[config.mk]
export PLATFORM = sky130hd
export DESIGN_NAME = ptbs_fifo
export DESIGN_NICKNAME = d
export VERILOG_FILES = /design/src/rtl/core/pwm_table_bilinear_slice_assert.svh /design/src/rtl/core/ptbs_pkg.sv /design/src/rtl/core/ptbs_fifo.sv
export SDC_FILE = /design/constraint.sdc
export NUM_CORES = 1
export LEC_CHECK = 0
export CELL_PAD_IN_SITES_DETAIL_PLACEMENT = 0
export CELL_PAD_IN_SITES_GLOBAL_PLACEMENT = 1
export CORE_MARGIN = 8
export CORE_UTILIZATION = 30
export DETAILED_ROUTE_END_ITERATION = 8
export DONT_BUFFER_PORTS = 1
export PLACE_DENSITY_LB_ADDON = 0.1
export SYNTH_ARGS = -nofsm -noshare
export SYNTH_HDL_FRONTEND = slang
export SYNTH_SLANG_ARGS = --single-unit
[constraint.sdc]
create_clock -name clk -period 5.59 [get_ports clk]
set_clock_uncertainty 0.15 [all_clocks]
set_input_delay 1.677 -clock clk [delete_from_list [all_inputs] [get_ports clk]]
set_output_delay 1.677 -clock clk [all_outputs]
set_load 0.01 [all_outputs]
[src/rtl/core/pwm_table_bilinear_slice_assert.svh]
// Assertion macros for the top-level RTL file of the interpolation slice
`ifndef PWM_TABLE_BILINEAR_SLICE_ASSERT_SVH
`define PWM_TABLE_BILINEAR_SLICE_ASSERT_SVH

// Same-cycle implication, masked while reset is high
`define PTBS_ASSERT(label, clk, rst, ante, cons) \
  label: assert property (@(posedge clk) disable iff (rst) (ante) |-> (cons)) \
    else $error("ptbs assertion failed");

// Next-cycle implication, masked while reset is high
`define PTBS_ASSERT_NEXT(label, clk, rst, ante, cons) \
  label: assert property (@(posedge clk) disable iff (rst) (ante) |=> (cons)) \
    else $error("ptbs assertion failed");

`endif

[src/rtl/core/ptbs_pkg.sv]
package ptbs_pkg;

  // Table geometry
  localparam int PHASE_ROWS = 16;
  localparam int MOD_ROWS   = 16;
  localparam int POINTS     = 64;
  localparam int ROW_W      = $clog2(PHASE_ROWS);
  localparam int MROW_W     = $clog2(MOD_ROWS);
  localparam int PT_W       = $clog2(POINTS);
  localparam int ADDR_W     = ROW_W + MROW_W + PT_W;
  localparam int DEPTH      = PHASE_ROWS * MOD_ROWS * POINTS;
  localparam int VAL_W      = 16;

  // Configuration register widths
  localparam int PCNT_W = 5;
  localparam int MCNT_W = 5;
  localparam int TCNT_W = 7;

  // Fixed point
  localparam logic [15:0] MOD_ONE   = 16'd32768;
  localparam logic [17:0] PHASE_ONE = 18'd65536;
  localparam int          LERP_W    = 34;
  localparam int          SUM_W     = 52;
  localparam logic [SUM_W-1:0] ROUND_BIAS = SUM_W'(64'd1 << 30);

  // Queues
  localparam int CMDQ_DEPTH = 4;
  localparam int OUTQ_DEPTH = 4;
  localparam int QPTR_W     = $clog2(CMDQ_DEPTH);
  localparam int OPTR_W     = $clog2(OUTQ_DEPTH);

  // Item kinds
  localparam logic CMD_WRITE = 1'b0;
  localparam logic CMD_QUERY = 1'b1;

  // Register indexes (paddr[3:2])
  localparam logic [1:0] REG_PHASE_COUNT = 2'd0;
  localparam logic [1:0] REG_MOD_COUNT   = 2'd1;
  localparam logic [1:0] REG_POINT_COUNT = 2'd2;

  typedef enum logic {BK_IDLE, BK_QUERY} back_state_t;

  typedef struct packed {
    logic [PCNT_W-1:0] phase_count;
    logic [MCNT_W-1:0] mod_count;
    logic [TCNT_W-1:0] point_count;
  } cfg_t;

  // One classified item in the command queue
  typedef struct packed {
    logic              cmd;
    logic [ROW_W-1:0]  wr_phase;
    logic [MROW_W-1:0] wr_mod;
    logic [PT_W-1:0]   wr_point;
    logic [VAL_W-1:0]  wr_value;
    logic [ROW_W-1:0]  pl;
    logic [ROW_W-1:0]  ph;
    logic [MROW_W-1:0] ml;
    logic [MROW_W-1:0] mh;
    logic [15:0]       mf;
    logic [16:0]       pf;
    logic [TCNT_W-1:0] nt;
  } cmd_t;

  // Tag travelling with each corner read
  typedef struct packed {
    logic            valid;
    logic [1:0]      corner;
    logic [PT_W-1:0] pt;
    logic            last;
  } tag_t;

  typedef struct packed {
    logic       busy;
    logic [2:0] credit;
  } bk_status_t;

endpackage

[src/rtl/core/ptbs_fifo.sv]
module ptbs_fifo (
  input  logic           clk,
  input  logic           rst,
  input  logic           push,
  input  ptbs_pkg::cmd_t push_data,
  output logic           full,
  input  logic           pop,
  output logic           valid,
  output ptbs_pkg::cmd_t pop_data
);
  import ptbs_pkg::*;

  cmd_t              entry [CMDQ_DEPTH];
  logic [QPTR_W-1:0] wp;
  logic [QPTR_W-1:0] rp;
  logic [QPTR_W:0]   count;

  assign full     = (count == (QPTR_W+1)'(CMDQ_DEPTH));
  assign valid    = (count != '0);
  assign pop_data = entry[rp];

  // Pointers and fill level
  always_ff @(posedge clk) begin
    if (rst) begin
      wp    <= '0;
      rp    <= '0;
      count <= '0;
    end else begin
      if (push && !full) wp <= wp + QPTR_W'(1);
      if (pop && valid)  rp <= rp + QPTR_W'(1);
      case ({push && !full, pop && valid})
        2'b10:   count <= count + (QPTR_W+1)'(1);
        2'b01:   count <= count - (QPTR_W+1)'(1);
        default: count <= count;
      endcase
    end
  end

  // Entry storage
  always_ff @(posedge clk) begin
    if (push && !full) entry[wp] <= push_data;
  end

endmodule

==> results of run 1 <==
through the flow:
stage | instances | hold slack, ps
after floorplan | 507 | 332
after detailed placement | 1078 | 368
after CTS | 1147 | 378
after global routing | 1147 | 393
final | 1147 | 369
after global placement | 1078 | 340
synth_stat cells, drive strengths merged:
| library cell | instances | area share, % |
|---|---|---|
| edfxtp | 348 | 80 |
| o31a | 1 | 0.067 |
| fa | 1 | 0.15 |
| ha | 5 | 0.48 |
| mux4 | 87 | 15 |
| nor3b | 1 | 0.058 |
| o311ai | 1 | 0.067 |
| clkbuf | 5 | 0.14 |
| xor2 | 3 | 0.20 |
| nand2b | 2 | 0.096 |
| nor2 | 7 | 0.20 |
| xnor2 | 1 | 0.067 |
| a21oi | 3 | 0.12 |
| and2 | 4 | 0.19 |
| dfxtp | 9 | 1.4 |
| buf | 16 | 1.0 |
| or3 | 3 | 0.14 |
| mux2i | 1 | 0.077 |
| inv | 7 | 0.20 |
| o21ai | 2 | 0.077 |
cell type report:
| class | instances | area (um2) | share of cell area, % |
|---|---|---|---|
| well taps | 585 | 732 | 4.87 |
| clock inverters | 20 | 206 | 1.37 |
| flip-flops and latches | 357 | 10600 | 70.8 |
| multi-input cells | 122 | 2230 | 14.8 |
| clock buffers | 49 | 1060 | 7.03 |
| inverters | 7 | 26.3 | 0.175 |
| repair buffers | 7 | 128 | 0.850 |
sequential cells by signal, indices dropped and copies added (netlist names), named ones only:
signal  count
wp          2
count       3
rp          2
entry     348
per-layer routing:
metal / share of wire [%] / GRT usage [%] / vias up
li1: - / - / 2215
met1: 37 / 12.1 / 2778
met2: 50 / 18.6 / 153
met3: 11 / 5.64 / 43
met4: 2.4 / 4.24 / 0
met5: 0 / 0 / -
final timing paths:
kind	from	to	slack (ps)	cells after the start
worst min-delay path	rp[1]	rp[1]	370	2
worst max-delay path	flop	pop_data[2]	1180	2
worst max register to register	count[2]	count[2]	2630	9
worst min register to register	rp[1]	rp[1]	370	2
cell families (layout without fill, tap and decap cells):
kind of cell	count (synthesis)	count (layout)	synth area share [%]
adder cells (fa/ha/maj)	6	6	0.634
XOR/XNOR	4	4	0.269
multiplexers	88	88	15.1
buffers and inverters	28	83	1.34
AND/OR/NAND/NOR	17	17	0.692
flip-flops	357	357	81.6
AO/OA/AOI/OAI	7	7	0.327
power breakdown:
group | internal [mW] | leakage (nW) | total (mW) | switching (mW)
clock network | 1.53 | 0.617 | 2.54 | 1.01
registers | 3.20 | 3.27 | 3.35 | 0.150
logic | 0.544 | 0.641 | 1.21 | 0.664
worst min-delay path: stages, from the launching register on:
cell     delay (ps)
dfxtp_1         320
xor2_1           60
nor2_1          100
==> results.toml, run 1 <==
[outcome]
status = "finished, final reports clean"

[critical_path]
endpoint_kind = "output port"
cp_slowest_cell = "dfxtp_4"
cp.required_ps = 3760
max_stage_delay_ps = 830
criticalPathCategory = "reg -> out"
cp_max_fo = 33
critical_path_buf_inv_count = 1
startpoint_type = "flop"
worstPathCellList = "buf_4, mux4_2"
cp_top_family = "flip-flops"
crit_arrival_ps = 2580

[synthesis]
avgSynthCellArea_um2 = 25.7
synth_seq_area_share_pct = 81.6
yosysWarnings = 0
syn_area_um2 = 13000
synth_nets = 604
syn_inst = 507
yosys.cell_types.count = 24
ys_ff_latch = 357

[global_routing]
antenna_found_initial = 0
grt_remaining_overflow = 0
grt_pass1_wl_um = 40500
grt_start_max_net_pins = 54
grt_pass1_vias = 5823
track_usage_pct = 11.2

[sta]
relSlewSlack_pct = 36.8
hold_violations = 0
rsz0062_at_grt = "false"
slew_violations = 0
min_period_ps = 4410
tightest_slew_ps = 948
worst_slack_ps = 1180
setup_viol = 0
fin_tns_setup_ps = 0
period_share_pct = 78.8
max_clock_freq_mhz = 227

[clocking]
cts.clk_slew.worst_paths_ps = 60
cts_hold_buf = 0
post_cts_resized = 0
cts_buffers = 41
clock_latency_ps = 540
cts_root_buffer = "clkbuf_16"
cts_tree = "done"
clk_path_buf_depth = 3
htree_levels = 2
cts_setup_buffers = 0
clkSinkCount = 357

[power]
finalPower_mw = 7.10
p_leak_nw = 4.53
vdd_ir_drop_max_mv = 0.228
powerDensity_nw_per_um2 = 473

[routing]
routed_wl_um = 27900
drc = 0
wl_per_cell_um = 24.3
dr_total_vias = 5189
viasPerCell = 4.52
postRouteAntennaNets = 0
dr.pass1.iters = 4
drt_iter0_markers = 439

[finish]
fillers = 3991
final_cell_mix = "348 x edfxtp_1, 87 x mux4_2, 41 x clkbuf_16"
synthToLayoutAreaGrowth_pct = 15.3
design_area_um2 = 15000
nets = 633
layout_commonest_cell = "edfxtp_1"
diodes = 0
final_core_util_pct = 34.9
drive_above_1_share_pct = 27.6

[die]
die_h_um = 224
num_rows = 76
die_area_um2 = 50300
core_um2 = 43000
die_w_um = 224
initial_utilization_pct = 30.3
io_pins = 180

[placed_design]
placed_area_um2 = 13800
pre_cts_slack_ps = 1630
dp_hpwl_um = 16400
portBuffers = 0
gp_congestion = 0.652

[flow_run]
cap_viol_max_count = 0

[min_path]
hold_path.class = "reg -> reg"
No activity file was read; power rests on OpenSTA's default activity.
==> inputs of run 2 (changes only) <==
==> constraint.sdc (replaced) <==
create_clock -name clk -period 4.61 [get_ports clk]
set_clock_uncertainty 0.15 [all_clocks]
set_input_delay 1.383 -clock clk [delete_from_list [all_inputs] [get_ports clk]]
set_output_delay 1.383 -clock clk [all_outputs]
set_load 0.01 [all_outputs]
==> run 2 against run 1 <==
Effect of this change: non-clock buffer count increased by 4; global-route usage about the same; die area stayed put; clock-buffer cell count up 6; combinational power is 34% higher; critical path depth is the same; critical endpoint is now pop_data[7].
==> results.toml, run 2 (synthesis gave the netlist of run 1 again) <==
[outcome]
status = "finished, final reports clean"

[critical_path]
cp.required_ps = 3080
reg2reg_from = "count[2]"
r2r-end = "count[2]"
cp_max_fo = 50
criticalPathCategory = "reg -> out"
endpoint_kind = "output port"
crit_arrival_ps = 2240
rrSetupSlack_ps = 1750
startpoint_type = "flop"
reg2reg_depth = 9

[sta]
setup_viol = 0
relSlewSlack_pct = 50.3
slew_violations = 0
period_share_pct = 81.7
tightest_slew_ps = 744
max_clock_freq_mhz = 265
rsz0062_at_grt = "false"
min_period_ps = 3770
hold_violations = 0
fin_tns_setup_ps = 0

[placed_design]
placed_cells = 1082
portBuffers = 0
gp_congestion = 0.684
dp_hpwl_um = 17100

[finish]
synthToLayoutAreaGrowth_pct = 15.5
drive_above_1_share_pct = 27.5
layout_commonest_cell = "edfxtp_1"
fillers = 3987
final_cell_mix = "348 x edfxtp_1, 87 x mux4_2, 41 x clkbuf_16"
top_register = "entry"
nets = 637
largest_reg_flops = 348
fin_cells = 1155
diodes = 0
largestRegisters = "entry: 348 flops, count: 3 flops"

[power]
finalPower_mw = 8.60
p_leak_nw = 4.54
powerDensity_nw_per_um2 = 572
vdd_ir_drop_max_mv = 0.328

[global_routing]
antenna_found_initial = 0
grt_start_max_net_pins = 51
grt_pass1_vias = 5737
grt_pass1_wl_um = 41000
grt_remaining_overflow = 0
track_usage_pct = 11.2

[clocking]
cts.clk_slew.worst_paths_ps = 60
htree_levels = 2
cts_setup_buffers = 0
clock_latency_ps = 560
cts_root_buffer = "clkbuf_16"
cts_buffers = 41
post_cts_resized = 0
clk_path_buf_depth = 3
clkSinkCount = 357
cts_tree = "done"
cts_hold_buf = 0

[routing]
dr.pass1.iters = 4
topRoutingLayerUsed = "met4"
wl_met3_um = 3810
drc = 0
drt_iter0_markers = 370
wl_met1_um = 10900
routed_wl_um = 28300
dr_total_vias = 5240
viasPerCell = 4.54
dr_wl_met2_um = 13200
wl_per_cell_um = 24.5
postRouteAntennaNets = 0

[die]
initial_utilization_pct = 30.3
die_w_um = 224
die_h_um = 224
io_pins = 180
die_area_um2 = 50300
core_um2 = 43000
num_rows = 76

[min_path]
hold_path.class = "reg -> reg"
min_from = "wp[1]"
hold_end = "wp[1]"
holdPathStages = 2

[flow_run]
cap_viol_max_count = 0
==> run 2: area by class of cell <==
class,count,area (um2),share of cell area [%]
clock buffers,55,1080,7.17
clock inverters,18,166,1.11
well taps,585,732,4.87
inverters,7,26.3,0.175
repair buffers,11,170,1.13
flip-flops and latches,357,10600,70.7
multi-input cells,122,2230,14.8
==> run 2: stage by stage <==
| step | area, um2 | hold slack, ps | worst slack, ps | utilization (%) |
|---|---|---|---|---|
| final | 15000 | 368 | 842 | 35.0 |
| after floorplan | 13000 | 332 | 273 | - |
| after global placement | 13800 | 349 | 1360 | 32.1 |
| after detailed placement | 13800 | 362 | 1330 | 32.1 |
| after CTS | 15000 | 370 | 744 | 35.0 |
| after global routing | 15000 | 392 | 727 | 35.0 |
==> run 2: worst max path at each step <==
stage                    to  cells past startpoint
2_1_floorplan   entry[2][0]                      3
3_3_place_gp   entry[2][40]                      4
3_5_place_dp   entry[2][44]                      4
4_1_cts        pop_data[74]                      2
5_1_grt        pop_data[30]                      2
6_report        pop_data[7]                      2
==> run 2: metal layers <==
layer / vias to the layer above / global-route usage (%)
li1: 2233 / -
met1: 2813 / 12.7
met2: 162 / 17.2
met3: 32 / 7.31
met4: 0 / 3.02
met5: - / 0
==> run 2: where the power goes <==
group          internal [mW]  total [mW]  leakage, nW  switching (mW)
sequential              3.88        3.97         3.27          0.0937
combinational          0.678        1.62        0.666           0.946
clock                   1.77        3.00        0.607            1.23
==> run 2: critical path, cell delays in order (launching register included) <==
cell and delay (ps):
dfxtp_4 750, buf_12 360, mux4_2 450
