--- config.mk ---
export PLATFORM = sky130hd
export DESIGN_NAME = ptbs_front
export DESIGN_NICKNAME = d
export VERILOG_FILES = /design/src/rtl/core/pwm_table_bilinear_slice_assert.svh /design/src/rtl/core/ptbs_pkg.sv /design/src/rtl/core/ptbs_front.sv
export SDC_FILE = /design/constraint.sdc
export NUM_CORES = 1
export LEC_CHECK = 0
export BUFFER_PORTS_ARGS = -buffer_cell sky130_fd_sc_hd__buf_2
export CAP_MARGIN = 5
export CORE_MARGIN = 5
export CORE_UTILIZATION = 58
export DETAILED_ROUTE_END_ITERATION = 16
export GPL_ROUTABILITY_DRIVEN = 1
export PLACE_DENSITY = 0.85
export SETUP_SLACK_MARGIN = 0.1
export SKIP_LAST_GASP = 1
export SYNTH_ARGS = -nofsm -noshare
export SYNTH_HDL_FRONTEND = slang
export SYNTH_SLANG_ARGS = --single-unit
--- constraint.sdc ---
create_clock -name vclk -period 8.5
set_clock_uncertainty 0.05 [all_clocks]
set_input_delay 0 -clock vclk [all_inputs]
set_output_delay 0 -clock vclk [all_outputs]
set_load 0.05 [all_outputs]
--- src/rtl/core/pwm_table_bilinear_slice_assert.svh ---
// Assertion macros for the top-level RTL file of the interpolation slice
`ifndef PWM_TABLE_BILINEAR_SLICE_ASSERT_SVH
`define PWM_TABLE_BILINEAR_SLICE_ASSERT_SVH

// Same-cycle implication, masked while reset is high
`define PTBS_ASSERT(label, clk, rst, ante, cons) \
  label: assert property (@(posedge clk) disable iff (rst) (ante) |-> (cons)) \
    else $error("ptbs assertion failed");

// Next-cycle implication, masked while reset is high
`define PTBS_ASSERT_NEXT(label, clk, rst, ante, cons) \
  label: assert property (@(posedge clk) disable iff (rst) (ante) |=> (cons)) \
    else $error("ptbs assertion failed");

`endif

--- src/rtl/core/ptbs_pkg.sv ---
package ptbs_pkg;

  // Table geometry
  localparam int PHASE_ROWS = 16;
  localparam int MOD_ROWS   = 16;
  localparam int POINTS     = 64;
  localparam int ROW_W      = $clog2(PHASE_ROWS);
  localparam int MROW_W     = $clog2(MOD_ROWS);
  localparam int PT_W       = $clog2(POINTS);
  localparam int ADDR_W     = ROW_W + MROW_W + PT_W;
  localparam int DEPTH      = PHASE_ROWS * MOD_ROWS * POINTS;
  localparam int VAL_W      = 16;

  // Configuration register widths
  localparam int PCNT_W = 5;
  localparam int MCNT_W = 5;
  localparam int TCNT_W = 7;

  // Fixed point
  localparam logic [15:0] MOD_ONE   = 16'd32768;
  localparam logic [17:0] PHASE_ONE = 18'd65536;
  localparam int          LERP_W    = 34;
  localparam int          SUM_W     = 52;
  localparam logic [SUM_W-1:0] ROUND_BIAS = SUM_W'(64'd1 << 30);

  // Queues
  localparam int CMDQ_DEPTH = 4;
  localparam int OUTQ_DEPTH = 4;
  localparam int QPTR_W     = $clog2(CMDQ_DEPTH);
  localparam int OPTR_W     = $clog2(OUTQ_DEPTH);

  // Item kinds
  localparam logic CMD_WRITE = 1'b0;
  localparam logic CMD_QUERY = 1'b1;

  // Register indexes (paddr[3:2])
  localparam logic [1:0] REG_PHASE_COUNT = 2'd0;
  localparam logic [1:0] REG_MOD_COUNT   = 2'd1;
  localparam logic [1:0] REG_POINT_COUNT = 2'd2;

  typedef enum logic {BK_IDLE, BK_QUERY} back_state_t;

  typedef struct packed {
    logic [PCNT_W-1:0] phase_count;
    logic [MCNT_W-1:0] mod_count;
    logic [TCNT_W-1:0] point_count;
  } cfg_t;

  // One classified item in the command queue
  typedef struct packed {
    logic              cmd;
    logic [ROW_W-1:0]  wr_phase;
    logic [MROW_W-1:0] wr_mod;
    logic [PT_W-1:0]   wr_point;
    logic [VAL_W-1:0]  wr_value;
    logic [ROW_W-1:0]  pl;
    logic [ROW_W-1:0]  ph;
    logic [MROW_W-1:0] ml;
    logic [MROW_W-1:0] mh;
    logic [15:0]       mf;
    logic [16:0]       pf;
    logic [TCNT_W-1:0] nt;
  } cmd_t;

  // Tag travelling with each corner read
  typedef struct packed {
    logic            valid;
    logic [1:0]      corner;
    logic [PT_W-1:0] pt;
    logic            last;
  } tag_t;

  typedef struct packed {
    logic       busy;
    logic [2:0] credit;
  } bk_status_t;

endpackage

--- src/rtl/core/ptbs_front.sv ---
module ptbs_front (
  input  ptbs_pkg::cfg_t cfg,
  input  logic           s_tvalid,
  output logic           s_tready,
  input  logic [63:0]    s_tdata,  // write_phase_row, write_mod_row, write_point,
                                   // write_value, modulation, start_phase, pad
  input  logic           s_tuser,  // command
  input  logic           q_full,
  output logic           q_push,
  output ptbs_pkg::cmd_t q_data
);
  import ptbs_pkg::*;

  logic [PCNT_W-1:0] np;
  logic [MCNT_W-1:0] nm;
  logic [TCNT_W-1:0] nt;
  logic [15:0]       mi;
  logic [15:0]       ph;
  logic [20:0]       m_scaled;
  logic [20:0]       p_scaled;
  logic [5:0]        m_fl;
  logic [5:0]        m_lim;
  logic [4:0]        p_fl;
  logic [4:0]        p_lim;

  assign s_tready = !q_full;
  assign q_push   = s_tvalid && !q_full;

  // Counts in force: zero acts as one, capped at the table size
  always_comb begin
    np = (cfg.phase_count == '0) ? PCNT_W'(1) :
         (cfg.phase_count > PCNT_W'(PHASE_ROWS)) ? PCNT_W'(PHASE_ROWS) : cfg.phase_count;
    nm = (cfg.mod_count == '0) ? MCNT_W'(1) :
         (cfg.mod_count > MCNT_W'(MOD_ROWS)) ? MCNT_W'(MOD_ROWS) : cfg.mod_count;
    nt = (cfg.point_count == '0) ? TCNT_W'(1) :
         (cfg.point_count > TCNT_W'(POINTS)) ? TCNT_W'(POINTS) : cfg.point_count;
  end

  // Locate the low rows and fractions of both coordinates
  always_comb begin
    mi = (s_tdata[45:30] > MOD_ONE) ? MOD_ONE : s_tdata[45:30];
    ph = s_tdata[61:46];
    m_scaled = 21'(mi) * 21'(nm - MCNT_W'(1));
    p_scaled = 21'(ph) * 21'(np - PCNT_W'(1));
    m_lim    = 6'(nm - MCNT_W'(2));
    p_lim    = 5'(np - PCNT_W'(2));
    m_fl     = m_scaled[20:15];
    if (m_fl > m_lim) m_fl = m_lim;
    p_fl     = p_scaled[20:16];
    if (p_fl > p_lim) p_fl = p_lim;

    q_data          = '0;
    q_data.cmd      = s_tuser;
    q_data.wr_phase = s_tdata[3:0];
    q_data.wr_mod   = s_tdata[7:4];
    q_data.wr_point = s_tdata[13:8];
    q_data.wr_value = s_tdata[29:14];
    q_data.nt       = nt;
    if (nm > MCNT_W'(1)) begin
      q_data.ml = MROW_W'(m_fl);
      q_data.mh = MROW_W'(m_fl) + MROW_W'(1);
      q_data.mf = 16'(m_scaled - {m_fl, 15'b0});
    end
    if (np > PCNT_W'(1)) begin
      q_data.pl = ROW_W'(p_fl);
      q_data.ph = ROW_W'(p_fl) + ROW_W'(1);
      q_data.pf = 17'(p_scaled - {p_fl, 16'b0});
    end
  end

endmodule

==> results.json, run 1 <==
{
  "run_status": "finished clean",
  "dr.first_iter.drc_count": 335,
  "preCtsSetupSlack_ps": 658,
  "detail_route.first_pass.iterations": 5,
  "syn-instance-count": 894,
  "design.die.area_um2": 14900,
  "mappedNetlistArea_um2": 7270,
  "slew_viol_final": 0,
  "fp.dieW_um": 122,
  "met1_length_um": 7760,
  "path_class": "input port to output pin",
  "placeableCoreArea_um2": 12200,
  "first_global_vias": 6553,
  "wl_met3_um": 1220,
  "area_growth_pct": 11.9,
  "min_from": "q_full",
  "postRouteWirelength_um": 17500,
  "gp_congestion": 0.932,
  "worstHoldPathType": "input port to output pin",
  "nature_of_the_critical_path_endpoint": "output pin",
  "yosys.area.top_type": "fa_1",
  "p_leak_uw": 0.00430,
  "nFlopsAndLatches": 0,
  "critPathMaxStageDelay_ps": 550,
  "max_fo_critical_path": 16,
  "post-route-drc-count": 0,
  "ys.warnings.count": 0,
  "layout.area.seq_um2": 0,
  "slowest_stage": "fa_1",
  "post_synth.cell_area_avg_um2": 8.13,
  "rsz0062_at_grt": "no",
  "ys_types": 48,
  "achievable-frequency_mhz": 127,
  "worstHoldPathCells": 3,
  "grt_pass1_wl_um": 29800,
  "worst_path_arrival_ps": 7800,
  "io_pins": 173,
  "worstPathBufferInverterCount": 7,
  "drv_cap": 0,
  "detail-route-antenna-nets": 0,
  "powerDensity_nw_per_um2": 330,
  "initial_utilization_pct": 59.7,
  "cts_resized": 0,
  "vdd_drop_max_uv": 424,
  "top_signal_layer_used": "met4",
  "crit_path_frequent_cell": "fa_1",
  "syn-num-nets": 1199,
  "fp.dieH_um": 122,
  "yosysTopAreaCellShare_pct": 31.4,
  "yosys-top-cells-area": "fa_1 (31%), ha_1 (18%), inv_1 (5.8%)",
  "routedWlPerCell_um": 15.1,
  "worst_ep_required_time_ps": 8450,
  "post_route_cells_drive_above_1_share_pct": 13.5,
  "hold_viol": 0,
  "rows": 40,
  "grt.overflow.total": 0,
  "critical-path-top-delay-family": "adder cells",
  "min_delay_worst_endpoint": "s_tready",
  "avgViaCountPerCell": 5.48,
  "final.period_utilization_pct": 92.3,
  "grt_antenna_before_repair": 0,
  "grt_start_max_net_pins": 26,
  "met2_length_um": 8230,
  "yosys.cell_count.top_type": "fa_1",
  "layout_setup_ws_ps": 650,
  "worst_pin_slew_ps": 940,
  "finalSetupTns_ps": 0,
  "min_period_ps": 7850,
  "netlist_top_cells_count": "fa_1 (114), inv_1 (113), ha_1 (107)",
  "count_of_final_setup_violators": 0,
  "total_vias_in_the_final_route": 6388,
  "layout.nets": 1304,
  "groute.usage.overall_pct": 23.8,
  "hpwl_um": 14600,
  "launching_element_type_of_the_critical_path": "input port",
  "ys_seq_area_share_pct": 0,
  "number_of_antenna_cells_inserted": 0,
  "slew_headroom_pct": 37.3,
  "nClkBuffers": 0,
  "numPortBuffers": 109
}
==> repair_timing <==
| item | CTS | global route |
|---|---|---|
| hold endpoints to repair | 31 | 0 |
| hold buffers | 31 | 0 |
| setup buffers | 0 | 0 |
| setup endpoints to repair | 0 | 0 |
==> worst max-delay path by stage <==
stage,start,to,depth (start not counted)
floorplan,cfg[15],q_data[50],32
global placement,cfg[16],q_data[50],31
detailed placement,cfg[16],q_data[50],31
CTS,cfg[16],q_data[50],31
global route,cfg[10],q_data[43],33
finish,cfg[16],q_data[50],31
==> area by class of cell <==
class	count	area (um^2)
fill	1061	4030
inverter	113	424
multi-input combinational	730	6530
tap	168	210
timing repair buffer	154	961
==> per-layer routing <==
layer  up-vias  GRT usage, %
met5         -             0
met4         0          4.13
met3        33          2.00
met2       267          41.1
met1      3024          33.1
li1       3064             -
==> where the power goes <==
part	internal (uW)	switching (uW)	total, uW
combinational	799	1880	2680
clock	0	0	0
sequential	0	0	0
total	799	1880	2680
==> tightest hold or removal path: stages <==
cell	delay (ps)
buf_2	90
inv_1	30
buf_2	200
==> placed cells by master, fill, tap and decap left out, drive strengths merged, types with 2 or more instances in the layout <==
| cell | count |
|---|---|
| nand2b | 30 |
| nor2b | 64 |
| a21o | 9 |
| nand2 | 53 |
| nor3 | 17 |
| o211a | 2 |
| nor4 | 3 |
| mux2i | 3 |
| o21a | 6 |
| xnor2 | 28 |
| inv | 113 |
| or2 | 6 |
| xor2 | 13 |
| ha | 107 |
| or3 | 2 |
| nor2 | 104 |
| o2111ai | 3 |
| and2 | 46 |
| and3 | 10 |
| buf | 123 |
| o21bai | 5 |
| a31oi | 4 |
| o21ai | 23 |
| dlygate4sd3 | 31 |
| mux2 | 3 |
| a21oi | 38 |
| fa | 114 |
| nand4 | 5 |
| a211oi | 7 |
| o211ai | 5 |
| nand3 | 8 |
==> cells by family (layout without fill, tap and decap cells) <==
| logic type | count (synthesis) | after routing | share of synthesized area (%) |
|---|---|---|---|
| xor gates and xnor gates | 41 | 41 | 4.94 |
| and+or+nand+nor | 352 | 352 | 24.6 |
| buffers and inverters | 164 | 267 | 10.1 |
| adders and majority gates | 221 | 221 | 49.8 |
| AOI/OAI and AO/OA | 110 | 110 | 9.63 |
| muxes | 6 | 6 | 0.930 |
==> through the flow <==
stage                     hold slack [ps]  area, um^2  instances  util [%]  power [uW]
after floorplan                       117        7270        894         -        2120
after global placement              -49.7        7820       1134      64.3        2580
after detailed placement            -49.7        7820       1134      64.3        2630
after CTS                             266        8130       1165      66.8        2690
after global routing                  292        8130       1165      66.8        2930
final                                 264        8130       1165      66.8        2680
No activity file was read; power rests on OpenSTA's default activity.
==> run 2, diff against run 1 <==
- CELL_PAD_IN_SITES_DETAIL_PLACEMENT: default -> 1
- CELL_PAD_IN_SITES_GLOBAL_PLACEMENT: default -> 2
- CORE_UTILIZATION: 58 -> 33
- PLACE_DENSITY: 0.85 -> default
- PLACE_DENSITY_LB_ADDON: default -> 0.1
==> run 2 against run 1 <==
Effect of this change: via count down 1.1%; non-clock buffer count up 4; critical path depth up 1; die area up 69%; routed wire length up 23%; critical path type unchanged.
==> results.json, run 2 (synthesis results as in run 1) <==
{
  "grt_pass1_wl_um": 35400,
  "placed_cells_incl_taps": 1250,
  "groute.usage.overall_pct": 17.3,
  "worst_path_arrival_ps": 7720,
  "number_of_antenna_cells_inserted": 0,
  "post-route-drc-count": 0,
  "grt.overflow.total": 0,
  "final_cell_mix": "fa_1 (114), inv_1 (113), buf_2 (109)",
  "setup.worst_path.start": "cfg[11]",
  "cellInternalPower_uw": 808,
  "rsz0062_at_grt": "no",
  "vdd_drop_max_uv": 401,
  "grt_antenna_before_repair": 0,
  "layout_setup_ws_ps": 732,
  "layout.cell_area.non_filler_um2": 8300,
  "avgViaCountPerCell": 4.93,
  "area_taken_by_multi_input_logic_gates_um2": 6540,
  "grt_start_max_net_pins": 26,
  "final.period_utilization_pct": 91.4,
  "first_global_vias": 6908,
  "layout.nets": 1308,
  "fin_util_pct": 38.2,
  "slew_viol_final": 0,
  "max_fo_critical_path": 9,
  "seq_power_share_pct": 0,
  "preCtsSetupSlack_ps": 623,
  "finalSetupTns_ps": 0,
  "area_growth_pct": 14.3,
  "count_of_final_setup_violators": 0,
  "io_pins": 173,
  "dr.first_iter.drc_count": 170,
  "powerDensity_nw_per_um2": 330,
  "hold_viol": 0,
  "worstHoldPathCells": 3,
  "nClkBuffers": 0,
  "critPathMaxStageDelay_ps": 600,
  "worst_pin_slew_ps": 664,
  "design.die.area_um2": 25100,
  "routedWlPerCell_um": 16.9,
  "min_from": "q_full",
  "placeableCoreArea_um2": 21800,
  "path_class": "input port to output pin",
  "initial_utilization_pct": 33.4,
  "rows": 54,
  "critical-path-top-delay-family": "adder cells",
  "power.net_switching_uw": 1940,
  "min_delay_worst_endpoint": "s_tready",
  "numPortBuffers": 109,
  "postRouteWirelength_um": 21600,
  "fillerInstances": 2688,
  "share_clk_of_total_power_pct": 0,
  "drv_cap": 0,
  "p_leak_uw": 0.00432,
  "min_period_ps": 7770,
  "hpwl_um": 18500,
  "detail_route.first_pass.iterations": 4,
  "total_vias_in_the_final_route": 6315,
  "detail-route-antenna-nets": 0,
  "fp.dieW_um": 158,
  "achievable-frequency_mhz": 129,
  "run_status": "finished clean",
  "worstPathBufferInverterCount": 5,
  "slew_headroom_pct": 55.7,
  "worstHoldPathType": "input port to output pin",
  "stdcell_count": 1281,
  "layout.area.seq_um2": 0,
  "final_common_cell": "fa_1",
  "launching_element_type_of_the_critical_path": "input port",
  "slowest_stage": "fa_1",
  "post_route_cells_drive_above_1_share_pct": 14.0,
  "power_frac_comb_pct": 100.0,
  "power.switching_fraction_pct": 70.5,
  "placed_area_um2": 7990,
  "fp.dieH_um": 158,
  "worst_ep_required_time_ps": 8450,
  "gp_congestion": 0.800,
  "nFlopsAndLatches": 0,
  "nature_of_the_critical_path_endpoint": "output pin"
}
[run 2: cell types whose count changed in the layout (fill, tap and decap cells not counted), sizes merged]
cell and change:
buf +4
[run 2: area by class of cell]
type,count,share of cell area (%)
Multi-Input combinational cell,730,78.7
Timing Repair Buffer,158,11.9
Tap cell,280,4.22
Inverter,113,5.11
[run 2: power by group through the flow]
stage / sequential (uW) / combinational (uW) / clock (uW)
CTS: 0 / 2810 / 0
finish: 0 / 2740 / 0
detailed placement: 0 / 2750 / 0
global route: 0 / 3010 / 0
global placement: 0 / 2750 / 0
floorplan: 0 / 2120 / 0
[run 2: how the worst max path moves through the flow]
| stage | to | slack, ps | cells after the start |
|---|---|---|---|
| finish | q_data[42] | 730 | 32 |
| floorplan | q_data[50] | 520 | 32 |
| global placement | q_data[42] | 680 | 32 |
| detailed placement | q_data[42] | 620 | 32 |
| CTS | q_data[42] | 580 | 32 |
| global route | q_data[42] | 100 | 32 |
[run 2: timing repair]
action / 4_1_cts / 5_1_grt
setup buffers: 0 / 0
hold buffers: 31 / 0
resized for setup: 0 / 0
hold endpoints to repair: 31 / 0
[run 2: through the flow]
| stage | power [uW] | hold slack, ps |
|---|---|---|
| after floorplan | 2120 | 117 |
| after global placement | 2750 | -49.7 |
| after detailed placement | 2750 | -49.7 |
| after CTS | 2810 | 269 |
| after global routing | 3010 | 285 |
| final | 2740 | 271 |
[run 2: layer usage]
metal / routed length, um / GRT usage (%) / up-vias
li1: - / - / 3064
met1: 9520 / 22.9 / 3127
met2: 11300 / 32.9 / 113
met3: 557 / 0.326 / 11
met4: 168 / 1.14 / 0
met5: 0 / 0 / -
[run 2: tightest hold or removal path, cell delays in order]
cell	delay, ps
buf_2	90
inv_1	30
buf_2	200
